--- src/idq_pkg.sv ---
`default_nettype none

package idq_pkg;

    // Fixed field widths of the item ports
    localparam int CMD_W       = 3;
    localparam int IDX_W       = 4;
    localparam int DATA_IN_W   = 32;
    localparam int DATA_OUT_W  = 32;
    localparam int STATUS_W    = 2;
    localparam int COUNT_OUT_W = 5;

    // Defaults for the top-level parameters
    localparam int DEF_CAPACITY   = 16;
    localparam int DEF_DATA_WIDTH = 32;

    typedef enum logic [CMD_W-1:0] {
        CMD_PUSH_FRONT = 3'd0,
        CMD_PUSH_BACK  = 3'd1,
        CMD_REMOVE     = 3'd2,
        CMD_POP_BACK   = 3'd3,
        CMD_GET        = 3'd4,
        CMD_SET        = 3'd5
    } t_cmd;

    typedef enum logic [STATUS_W-1:0] {
        ST_OK    = 2'd0,
        ST_RANGE = 2'd1,
        ST_FULL  = 2'd2
    } t_status;

    typedef enum logic [2:0] {
        S_IDLE,
        S_DECODE,
        S_RDATA,
        S_SHIFT_RD,
        S_SHIFT_WR,
        S_DONE
    } t_state;

    typedef struct packed {
        logic wr_en;
        logic rd_en;
    } t_mem_ctl;

endpackage

`default_nettype wire

--- src/indexed_double_ended_queue_top.sv ---
`default_nettype none

// Indexed double-ended queue: an ordered list of up to CAPACITY words kept in
// a ring store addressed by a front pointer and an entry count. Each input item
// is one command (push front, push back, remove at index, pop back, get at
// index, set at index) and yields exactly one result item with the word removed
// or read (zero unless the status is ok), a status (ok, index out of range or
// list empty, list full) and the entry count after the command. The block works
// on one item at a time: o_in_ready is high only while the sequencer is idle.
// Push, set and any refused command go from the decode state straight to the
// finish state; get and pop back also pass a read-data state; remove at index
// i also passes it and then moves each later entry down by one read and one
// write through the single port of the ring store, all slot addresses coming
// from one shared modulo adder. A finished result sits in an output register,
// so the block takes the next item while it waits for i_out_ready. The store
// has no reset; its entries are read only after they were written. Data words
// are kept to DATA_WIDTH bits and shown zero-extended on the 32-bit data port.
module indexed_double_ended_queue_top #(
    parameter int CAPACITY   = idq_pkg::DEF_CAPACITY,
    parameter int DATA_WIDTH = idq_pkg::DEF_DATA_WIDTH
) (
    input  wire logic                               i_clk,
    input  wire logic                               i_rst_n,
    input  wire logic                               i_in_valid,
    output logic                                    o_in_ready,
    input  wire logic [idq_pkg::CMD_W-1:0]          i_cmd,
    input  wire logic [idq_pkg::IDX_W-1:0]          i_index,
    input  wire logic [idq_pkg::DATA_IN_W-1:0]      i_data_in,
    output logic                                    o_out_valid,
    input  wire logic                               i_out_ready,
    output logic      [idq_pkg::DATA_OUT_W-1:0]     o_data_out,
    output logic      [idq_pkg::STATUS_W-1:0]       o_status,
    output logic      [idq_pkg::COUNT_OUT_W-1:0]    o_count_out
);
    import idq_pkg::*;

    // Ring slot address width
    localparam int ADDR_W = $clog2(CAPACITY);

    t_mem_ctl              w_mem_ctl;
    logic [ADDR_W-1:0]     w_mem_addr;
    logic [DATA_WIDTH-1:0] w_mem_wdata;
    logic [DATA_WIDTH-1:0] w_mem_rdata;

    // Sequencer: decode, range checks, ring address unit, shift loop, result
    idq_seq #(
        .CAPACITY   (CAPACITY),
        .DATA_WIDTH (DATA_WIDTH),
        .ADDR_W     (ADDR_W)
    ) u_seq (
        .i_clk       (i_clk),
        .i_rst_n     (i_rst_n),
        .i_in_valid  (i_in_valid),
        .o_in_ready  (o_in_ready),
        .i_cmd       (i_cmd),
        .i_index     (i_index),
        .i_data_in   (i_data_in),
        .o_out_valid (o_out_valid),
        .i_out_ready (i_out_ready),
        .o_data_out  (o_data_out),
        .o_status    (o_status),
        .o_count_out (o_count_out),
        .o_mem_ctl   (w_mem_ctl),
        .o_mem_addr  (w_mem_addr),
        .o_mem_wdata (w_mem_wdata),
        .i_mem_rdata (w_mem_rdata)
    );

    // Ring store: one address a cycle, registered read data
    idq_store #(
        .CAPACITY   (CAPACITY),
        .DATA_WIDTH (DATA_WIDTH),
        .ADDR_W     (ADDR_W)
    ) u_store (
        .i_clk   (i_clk),
        .i_ctl   (w_mem_ctl),
        .i_addr  (w_mem_addr),
        .i_wdata (w_mem_wdata),
        .o_rdata (w_mem_rdata)
    );

endmodule

`default_nettype wire

--- src/idq_store.sv ---
`default_nettype none

module idq_store #(
    parameter int CAPACITY   = 16,
    parameter int DATA_WIDTH = 32,
    parameter int ADDR_W     = 4
) (
    input  wire logic                  i_clk,
    input  wire idq_pkg::t_mem_ctl     i_ctl,
    input  wire logic [ADDR_W-1:0]     i_addr,
    input  wire logic [DATA_WIDTH-1:0] i_wdata,
    output logic      [DATA_WIDTH-1:0] o_rdata
);
    import idq_pkg::*;

    logic [DATA_WIDTH-1:0] r_mem [CAPACITY];
    logic [DATA_WIDTH-1:0] r_rdata;

    always_ff @(posedge i_clk) begin
        if (i_ctl.wr_en) begin
            r_mem[i_addr] <= i_wdata;
        end
        if (i_ctl.rd_en) begin
            r_rdata <= r_mem[i_addr];
        end
    end

    assign o_rdata = r_rdata;

endmodule

`default_nettype wire

--- src/idq_seq.sv ---
`default_nettype none

module idq_seq #(
    parameter int CAPACITY   = 16,
    parameter int DATA_WIDTH = 32,
    parameter int ADDR_W     = 4
) (
    input  wire logic                               i_clk,
    input  wire logic                               i_rst_n,
    input  wire logic                               i_in_valid,
    output logic                                    o_in_ready,
    input  wire logic [idq_pkg::CMD_W-1:0]          i_cmd,
    input  wire logic [idq_pkg::IDX_W-1:0]          i_index,
    input  wire logic [idq_pkg::DATA_IN_W-1:0]      i_data_in,
    output logic                                    o_out_valid,
    input  wire logic                               i_out_ready,
    output logic      [idq_pkg::DATA_OUT_W-1:0]     o_data_out,
    output logic      [idq_pkg::STATUS_W-1:0]       o_status,
    output logic      [idq_pkg::COUNT_OUT_W-1:0]    o_count_out,
    output idq_pkg::t_mem_ctl                       o_mem_ctl,
    output logic      [ADDR_W-1:0]                  o_mem_addr,
    output logic      [DATA_WIDTH-1:0]              o_mem_wdata,
    input  wire logic [DATA_WIDTH-1:0]              i_mem_rdata
);
    import idq_pkg::*;

    localparam int CW   = $clog2(CAPACITY + 1);
    localparam int CMPW = ((CW > IDX_W) ? CW : IDX_W) + 1;

    t_state                r_state, n_state;
    t_cmd                  r_cmd, n_cmd;
    logic [IDX_W-1:0]      r_idx, n_idx;
    logic [DATA_WIDTH-1:0] r_word, n_word;
    logic [ADDR_W-1:0]     r_front, n_front;
    logic [CW-1:0]         r_count, n_count;
    logic [ADDR_W-1:0]     r_pos, n_pos;
    logic [DATA_WIDTH-1:0] r_dout, n_dout;
    t_status               r_res_status, n_res_status;
    logic                  r_out_valid, n_out_valid;
    logic [DATA_OUT_W-1:0] r_out_data, n_out_data;
    t_status               r_out_status, n_out_status;
    logic [COUNT_OUT_W-1:0] r_out_count, n_out_count;

    logic [ADDR_W-1:0] w_pos;
    logic [ADDR_W:0]   w_sum;
    logic [ADDR_W-1:0] w_slot;
    logic              w_full;
    logic              w_empty;
    logic              w_idx_bad;
    logic              w_idx_more;
    logic              w_shift_more;

    // Shared ring address unit: slot = (front + pos) mod CAPACITY
    always_comb begin
        unique case (r_state)
            S_DECODE: begin
                unique case (r_cmd) inside
                    CMD_PUSH_FRONT: w_pos = ADDR_W'(CAPACITY - 1);
                    CMD_PUSH_BACK:  w_pos = ADDR_W'(r_count);
                    CMD_POP_BACK:   w_pos = ADDR_W'(r_count - CW'(1));
                    default:        w_pos = ADDR_W'(r_idx);
                endcase
            end
            S_SHIFT_RD: w_pos = r_pos + ADDR_W'(1);
            default:    w_pos = r_pos;
        endcase
    end

    assign w_sum  = {1'b0, r_front} + {1'b0, w_pos};
    assign w_slot = (w_sum >= (ADDR_W + 1)'(CAPACITY)) ?
                    ADDR_W'(w_sum - (ADDR_W + 1)'(CAPACITY)) : ADDR_W'(w_sum);

    assign w_full       = (r_count == CW'(CAPACITY));
    assign w_empty      = (r_count == '0);
    assign w_idx_bad    = (CMPW'(r_idx) >= CMPW'(r_count));
    assign w_idx_more   = ((CMPW'(r_idx) + CMPW'(1)) < CMPW'(r_count));
    assign w_shift_more = ((CMPW'(r_pos) + CMPW'(2)) < CMPW'(r_count));

    always_comb begin
        n_state      = r_state;
        n_cmd        = r_cmd;
        n_idx        = r_idx;
        n_word       = r_word;
        n_front      = r_front;
        n_count      = r_count;
        n_pos        = r_pos;
        n_dout       = r_dout;
        n_res_status = r_res_status;
        n_out_valid  = r_out_valid && !i_out_ready;
        n_out_data   = r_out_data;
        n_out_status = r_out_status;
        n_out_count  = r_out_count;
        o_mem_ctl    = '0;
        o_mem_addr   = w_slot;
        o_mem_wdata  = r_word;
        o_in_ready   = 1'b0;

        unique case (r_state)
            S_IDLE: begin
                o_in_ready = 1'b1;
                if (i_in_valid) begin
                    n_cmd   = t_cmd'(i_cmd);
                    n_idx   = i_index;
                    n_word  = DATA_WIDTH'(i_data_in);
                    n_state = S_DECODE;
                end
            end
            S_DECODE: begin
                n_dout       = '0;
                n_res_status = ST_OK;
                n_state      = S_DONE;
                unique case (r_cmd) inside
                    CMD_PUSH_FRONT, CMD_PUSH_BACK: begin
                        if (w_full) begin
                            n_res_status = ST_FULL;
                        end else begin
                            o_mem_ctl.wr_en = 1'b1;
                            n_count         = r_count + CW'(1);
                            if (r_cmd == CMD_PUSH_FRONT) begin
                                n_front = w_slot;
                            end
                        end
                    end
                    CMD_REMOVE, CMD_GET: begin
                        if (w_idx_bad) begin
                            n_res_status = ST_RANGE;
                        end else begin
                            o_mem_ctl.rd_en = 1'b1;
                            n_state         = S_RDATA;
                        end
                    end
                    CMD_POP_BACK: begin
                        if (w_empty) begin
                            n_res_status = ST_RANGE;
                        end else begin
                            o_mem_ctl.rd_en = 1'b1;
                            n_state         = S_RDATA;
                        end
                    end
                    CMD_SET: begin
                        if (w_idx_bad) begin
                            n_res_status = ST_RANGE;
                        end else begin
                            o_mem_ctl.wr_en = 1'b1;
                        end
                    end
                    default: begin
                        n_res_status = ST_RANGE;
                    end
                endcase
            end
            S_RDATA: begin
                n_dout  = i_mem_rdata;
                n_state = S_DONE;
                if (r_cmd == CMD_POP_BACK) begin
                    n_count = r_count - CW'(1);
                end else if (r_cmd == CMD_REMOVE) begin
                    n_pos = ADDR_W'(r_idx);
                    if (w_idx_more) begin
                        n_state = S_SHIFT_RD;
                    end else begin
                        n_count = r_count - CW'(1);
                    end
                end
            end
            S_SHIFT_RD: begin
                o_mem_ctl.rd_en = 1'b1;
                n_state         = S_SHIFT_WR;
            end
            S_SHIFT_WR: begin
                o_mem_ctl.wr_en = 1'b1;
                o_mem_wdata     = i_mem_rdata;
                if (w_shift_more) begin
                    n_pos   = r_pos + ADDR_W'(1);
                    n_state = S_SHIFT_RD;
                end else begin
                    n_count = r_count - CW'(1);
                    n_state = S_DONE;
                end
            end
            S_DONE: begin
                if (!r_out_valid || i_out_ready) begin
                    n_out_valid  = 1'b1;
                    n_out_data   = DATA_OUT_W'(r_dout);
                    n_out_status = r_res_status;
                    n_out_count  = COUNT_OUT_W'(r_count);
                    n_state      = S_IDLE;
                end
            end
            default: begin
                n_state = S_IDLE;
            end
        endcase
    end

    always_ff @(posedge i_clk) begin
        if (!i_rst_n) begin
            r_state     <= S_IDLE;
            r_front     <= '0;
            r_count     <= '0;
            r_out_valid <= 1'b0;
        end else begin
            r_state     <= n_state;
            r_front     <= n_front;
            r_count     <= n_count;
            r_out_valid <= n_out_valid;
        end
        r_cmd        <= n_cmd;
        r_idx        <= n_idx;
        r_word       <= n_word;
        r_pos        <= n_pos;
        r_dout       <= n_dout;
        r_res_status <= n_res_status;
        r_out_data   <= n_out_data;
        r_out_status <= n_out_status;
        r_out_count  <= n_out_count;
    end

    assign o_out_valid = r_out_valid;
    assign o_data_out  = r_out_data;
    assign o_status    = r_out_status;
    assign o_count_out = r_out_count;

    a_count_bound: assert property (@(posedge i_clk) disable iff (!i_rst_n)
        r_count <= CW'(CAPACITY))
        else $error("entry count above capacity");

    a_front_bound: assert property (@(posedge i_clk) disable iff (!i_rst_n)
        {1'b0, r_front} < (ADDR_W + 1)'(CAPACITY))
        else $error("front pointer outside the ring");

    a_write_phase: assert property (@(posedge i_clk) disable iff (!i_rst_n)
        o_mem_ctl.wr_en |-> (r_state == S_DECODE || r_state == S_SHIFT_WR))
        else $error("store written outside a write phase");

    a_busy_after_accept: assert property (@(posedge i_clk) disable iff (!i_rst_n)
        (i_in_valid && o_in_ready) |=> !o_in_ready)
        else $error("new item taken while one is at work");

    a_result_source: assert property (@(posedge i_clk) disable iff (!i_rst_n)
        $rose(r_out_valid) |-> $past(r_state) == S_DONE)
        else $error("result raised outside the finish phase");

endmodule

`default_nettype wire
--- config.mk ---
export PLATFORM = sky130hd
export DESIGN_NAME = indexed_double_ended_queue_top
export DESIGN_NICKNAME = d
export VERILOG_FILES = /design/src/idq_pkg.sv /design/src/indexed_double_ended_queue_top.sv /design/src/idq_store.sv /design/src/idq_seq.sv
export SDC_FILE = /design/constraint.sdc
export NUM_CORES = 1
export LEC_CHECK = 0
export BUFFER_PORTS_ARGS = -buffer_cell sky130_fd_sc_hd__buf_2
export CORE_MARGIN = 5
export CORE_UTILIZATION = 35
export DETAILED_ROUTE_END_ITERATION = 8
export PLACE_DENSITY_LB_ADDON = 0.2
export SETUP_SLACK_MARGIN = 0.4
export SLEW_MARGIN = 30
export SYNTH_ARGS = -nofsm -noshare
export SYNTH_HDL_FRONTEND = slang
export SYNTH_SLANG_ARGS = --single-unit
--- constraint.sdc ---
create_clock -name i_clk -period 7.3 [get_ports i_clk]
set_input_delay 0.73 -clock i_clk [delete_from_list [all_inputs] [get_ports i_clk]]
set_output_delay 0.73 -clock i_clk [all_outputs]
set_load 0.02 [all_outputs]
* After elaboration in Yosys (flattened, before gate mapping)
Memories as Yosys holds them, arrays and structs flattened. A register that Yosys moved wholly into a read port is not among the register bits. Cells that the tools add are included.
Storage, ports and cells: flip-flop bits (word level) 129, memory bits (writable) 512, input bits 43, output and inout bits 41, word-level logic and storage cells 108, memories kept 1
Memory list:
- u_store.r_mem | depth 16, bits a word 32, read ports 1, clocked after Yosys merged registers in 1, write ports 1, RTL line idq_store.sv:16 | logic [DATA_WIDTH-1:0] r_mem [CAPACITY];
Operators by class: $add $sub $neg 7, magnitude comparators 4, equality and inequality tests 21, multiplexer cells 42, bitwise operators 1, reductions and logical operators 19
Operator list (count):
- $pmux 32 s2 | 1
- $mux 32 | 1
- $mux 5 | 6
- $mux 3 | 8
- $pmux 3 s6 | 1
- $mux 4 | 4
- $pmux 4 s2 | 2
- $pmux 5 s3 | 1
- $eq 3x2->1 const B | 4
- $eq 3x3->1 const B | 4
- $lt 6x5->1 | 2
- $pmux 4 s3 | 1
- $mux 1 | 10
- $ne 2x2->1 const B | 5
- $pmux 1 s2 | 4
- $reduce_and 4->1 | 2
- $eq 3x1->1 const B | 2
- $logic_not 3->1 | 2
- $ne 2x1->1 const B | 3
- $pmux 2 s3 | 1
- $pmux 3 s2 | 1
- $reduce_and 2->1 | 3
- $reduce_and 6->1 | 1
- $add 4x1->5 const B | 1
- 21 further kinds | 24

* Logic depth before layout (Yosys ltp)
depth in word-level cells 6, depth in mapped cells 15, gate-level depth less buffers 12

* By module
Synthesis repeated with hierarchy kept, for this count alone.
Unflattened totals: cells, all modules 1251, area total of the unflattened synthesis 25918.6 um2
Modules (own cells, without submodules):
- idq_store | times used 1, cells an instance 840, area an instance 20183.1 um2, sequential area each 16335.7 um2
- idq_seq | times used 1, cells an instance 411, area an instance 5735.5 um2, sequential area each 3743.6 um2

* Worst setup path before layout
Ideal clock, no wire load.
kind register -> register, start reg u_seq.r_cmd[0], end mem u_store.r_mem[2][0], enable pin, library setup time 0.461 ns, data arrival time 5.105 ns, data required time 6.839 ns, setup slack 1.734 ns, cell stages (with the launch flop) 14, buffers on the path 4, clock period less this slack 5.566 ns, path through edfxtp_1 -> clkbuf_1 -> inv_1 -> a21oi_1 -> o22ai_1 -> mux2_2 -> o21ai_0 -> ha_1 -> inv_1 -> fa_1 -> buf_1 -> clkbuf_1 -> clkbuf_1 -> nor3_1
On the way: word-level cells in the longest chain between the ends 6, elaborated cells between the ends (all ways) 15, classes of those cells add/sub (2); order compare (1); eq/ne (3); mux (7); reduce/logical (2)
RTL lines:
- from (decl) | RTL line idq_seq.sv:31 | t_cmd r_cmd, n_cmd;
- from (signal assigned) | RTL line idq_seq.sv:208 | r_cmd <= n_cmd;
- $eq 3x2->1 (no source line) (tied with other cells)
- $pmux 4 s3 or $reduce_or 2->1 (tied branches) | RTL line idq_seq.sv:57, idq_seq.sv:112
- $pmux 4 s2 or $pmux 1 s2 (tied branches) | RTL line idq_seq.sv:55, idq_seq.sv:112
- $add 4x4->5 or $pmux 1 s2 (tied branches) | RTL line idq_seq.sv:69, idq_seq.sv:98
- $sub 4x1->4 (tied with other cells) | RTL line idq_seq.sv:71 | ADDR_W'(w_sum - (ADDR_W + 1)'(CAPACITY)) : ADDR_W'(w_sum);
- $mux 4 or $mux 1 (tied branches) | RTL line idq_seq.sv:70, idq_store.sv:21
- to (decl) | RTL line idq_store.sv:16
Parallel ways exist; a longest one is shown, timed or not.

* Worst setup path after layout
start reg u_seq.r_cmd[1], end mem u_store.r_mem[12][5], enable pin
The elaborated chain is that of the path after synthesis.

==> metrics list <==
- At the end of routability-driven placement, the weighted congestion stood at 0.7535.
- Remaining DRCs: 0
- At the pin with the least slew margin, the transition time is 0.9565 ns.
* # resized after CTS: 0
- In this run the horizontal extent of the chip is 283.8 um.
* # IOs: 84
- The clock drives 673 sinks.
* Die Height: 283.8 um
* Most common library cell in the layout ignoring fill and taps: edfxtp_1
- WL final: 60180 um
* Final hold vios: 0
* Mean instance size in the synthesized netlist: 19.93 um2
- Die Outline Area: 80530 um2
- Length of the first detailed-routing pass in iterations: 6
- Detailed router's first-iteration violation count: 893
* Total setup buffers inserted after CTS: 0
- The Yosys step of the flow raised 0 warnings.
- Once the floorplan was initialized, standard cells occupied 35.24% of the core.
- The floorplan has 100 rows.
* Maximum number of pins on one net before global-route repair: 77
- Synth async-reset ratio: 0%
- Final hold analysis gives a worst-case slack of 0.2936 ns.
- Buffers inserted during clock tree synthesis total 74.
* Overall Global Routing Usage: 14.88%
- Total via count in the routed design: 12780
* CTS root buf: clkbuf_16
- Post-detailed-route via-to-cell ratio: 5.184
- Sum of internal, switching and leakage power: 12.79 mW
* Final max-slew violation count: 0
* Layout area overhead: 15.65%
* Max-cap violation count: 0
* Unique cell type count in the Yosys netlist: 56
* Share of cells above drive strength 1: 27.63%
- Accumulated negative setup slack: 0 ns
- The min-delay analysis places its worst path in the category input pin to flip-flop.
- Setup repair after global routing missed its margin: false
- In this run, synthesis produced a sequential element count of 673.
- The count of buffers added on input and output ports is 83.
- Core ar.: 74450 um2
* Fmax achieved: 0.1925 GHz
* Data arrival time at the worst-slack endpoint: 5.46 ns
- Number of global-route vias before repair: 13480
* Initial antenna violation count: 3
- Proportion of netlist area held by the largest area contributor: 75.55%
- Counting every net in the synthesized netlist gives 1381.
- Maximum root-to-sink buffer count: 3
* Cell area reported after detailed placement: 28110 um2
* Critical path peak fanout: 38
* Post-synthesis cell count: 1316
* Wire length of the first global-routing pass: 90380 um
* Depth of the CTS H-tree: 3
* Number of synthesized flops with an enable pin: 660
- Top FF cell, synth: edfxtp_1
- Post-route insts no fill: 2465
* Final Instance Area: 30340 um2
- Net total in the final layout: 1505
- The detail route stage leaves a number of antenna-violating nets equal to 0.
* Share of the clock period used by the worst path: 71.16%
* Number of placed cells counting well taps: 2332
- Most frequent cells in the layout: edfxtp_1 (660), mux4_2 (128), nand2_1 (84)
- Clock skew on the completed layout was measured at 0.01575 ns.
- TritonCTS built the clock tree.
- The worst setup path is of the flip-flop to flip-flop kind.
- Worst slew margin relative to its limit: 36.24%
* Largest cells by area after synthesis: edfxtp_1 (76%), mux4_2 (11%), mux2_2 (1.5%)
- CTS hold repair buffers: 0
- Sort of element at the end of the critical path: flip-flop
- STA classifies the critical path startpoint as a flip-flop.
* Final setup violation count: 0
* Clk Latency, worst-skew pair: 0.61 ns
- The flow ran to the end, and the final reports show no timing, DRC or antenna violations.
- STA puts the critical path data required time at 7.57 ns.
- Synth Cell Area: 26230 um2
- After global routing the overflow that remains totals 0.
- The worst-case IR drop observed on VDD is 0.3569 mV.
- Post-layout minimum cycle time: 5.195 ns
- Leading area contributor after synthesis: edfxtp_1
* Areal power density over the cells: 421.7 nW/um2
* Number of filler cells placed in the layout: 6605
- In this run the static leakage power is 9.807 nW.
* Routed length per placed instance: 24.41 um
* Share of the yosys chip area belonging to registers: 76.54%
- Worst-path clk slew: 0.06 ns
- Placed wire-length estimate after detailed placement: 35090 um
## path summary, 6_finish.rpt
| kind | cells after the start | slack, ns | startpoint | to |
|---|---|---|---|---|
| hold / removal | 1 | 0.29 | i_data_in[25] | u_seq.r_word[25]$_DFFE_PP_ |
| hold reg to reg | 0 | 0.41 | u_seq.r_dout[29]$_SDFFCE_PP0P_ | u_seq.o_data_out[29]$_DFFE_PP_ |
| setup / recovery | 10 | 2.11 | u_seq.r_cmd[1]$_DFFE_PP_ | u_store.r_mem[12][5]$_DFFE_PP_ |
| setup reg to reg | 10 | 2.11 | u_seq.r_cmd[1]$_DFFE_PP_ | u_store.r_mem[12][5]$_DFFE_PP_ |
## metrics by stage
stage               util [%]  worst slack, ns
finish                 40.75            2.106
global route           40.75            1.858
CTS                    40.73            2.097
detailed placement     37.76            2.127
global placement       37.64            2.111
floorplan                  -            1.734
## metal layers
metal / vias up / track usage (%) / share of wire [%]
met5: - / 0 / 0
met2: 302 / 24.10 / 48
met3: 97 / 2.747 / 4.4
li1: 5631 / - / -
met1: 6748 / 20.86 / 45
met4: 0 / 4.009 / 2.3
## sequential cells by signal, summed over array words and instances, names as in the netlist
register	flops
u_seq.o_count_out	5
u_seq.o_data_out	32
u_seq.o_out_valid	1
u_seq.o_status	2
u_seq.r_cmd	3
u_seq.r_count	5
u_seq.r_dout	32
u_seq.r_front	4
u_seq.r_idx	4
u_seq.r_pos	4
u_seq.r_res_status	2
u_seq.r_state	3
u_seq.r_word	32
u_store.o_rdata	32
u_store.r_mem	512
## where the power goes
part           switching, mW  internal, mW
Sequential             0.197          5.17
Clock                   1.48          1.95
Combinational           2.46          1.53
## cells by family after synthesis
group	after synthesis	synth area share (%)
AO/OA/AOI/OAI	127	3.448
XOR/XNOR	11	0.3959
adder cells (fa/ha/maj)	22	1.078
buffers and inverters	88	1.383
flip-flops	673	76.54
multiplexers	167	12.64
AND/OR/NAND/NOR	228	4.512
## Yosys cell counts, drive strengths merged (3+ instances only)
library cell	count
edfxtp	660
mux4	128
nand2	85
clkbuf	41
and3	36
and2	35
a211oi	34
a31oi	34
mux2	34
buf	30
nor2	23
ha	21
inv	17
nor3	15
a21oi	13
dfxtp	13
o21ai	13
nor2b	8
a21boi	7
xnor2	7
mux2i	5
nand3	5
nand2b	4
or3	4
xor2	4
a21o	3
a32oi	3
nand3b	3
nor3b	3
o22ai	3
or3b	3
## layout make-up
type	instances	area [um2]	share of cell area (%)
multi-input combinational	555	5988	19.74
inverter	17	63.81	0.2103
antenna	1	2.502	0.008248
clock buffer	98	1983	6.537
timing repair buffer	119	778.2	2.565
clock inverter	33	229.0	0.7547
sequential	673	20080	66.19
tap	969	1212	3.996
## critical path, stage by stage (launching register included)
cell and delay (ns):
edfxtp_1 0.63, a21oi_1 0.37, o22ai_1 0.13, mux2_2 0.26
o21ai_0 0.27, ha_4 0.19, inv_1 0.05, fa_4 1.29
nand2_1 0.42, nor2_4 0.73, buf_4 0.47
Power figures use the tool's default switching activity.
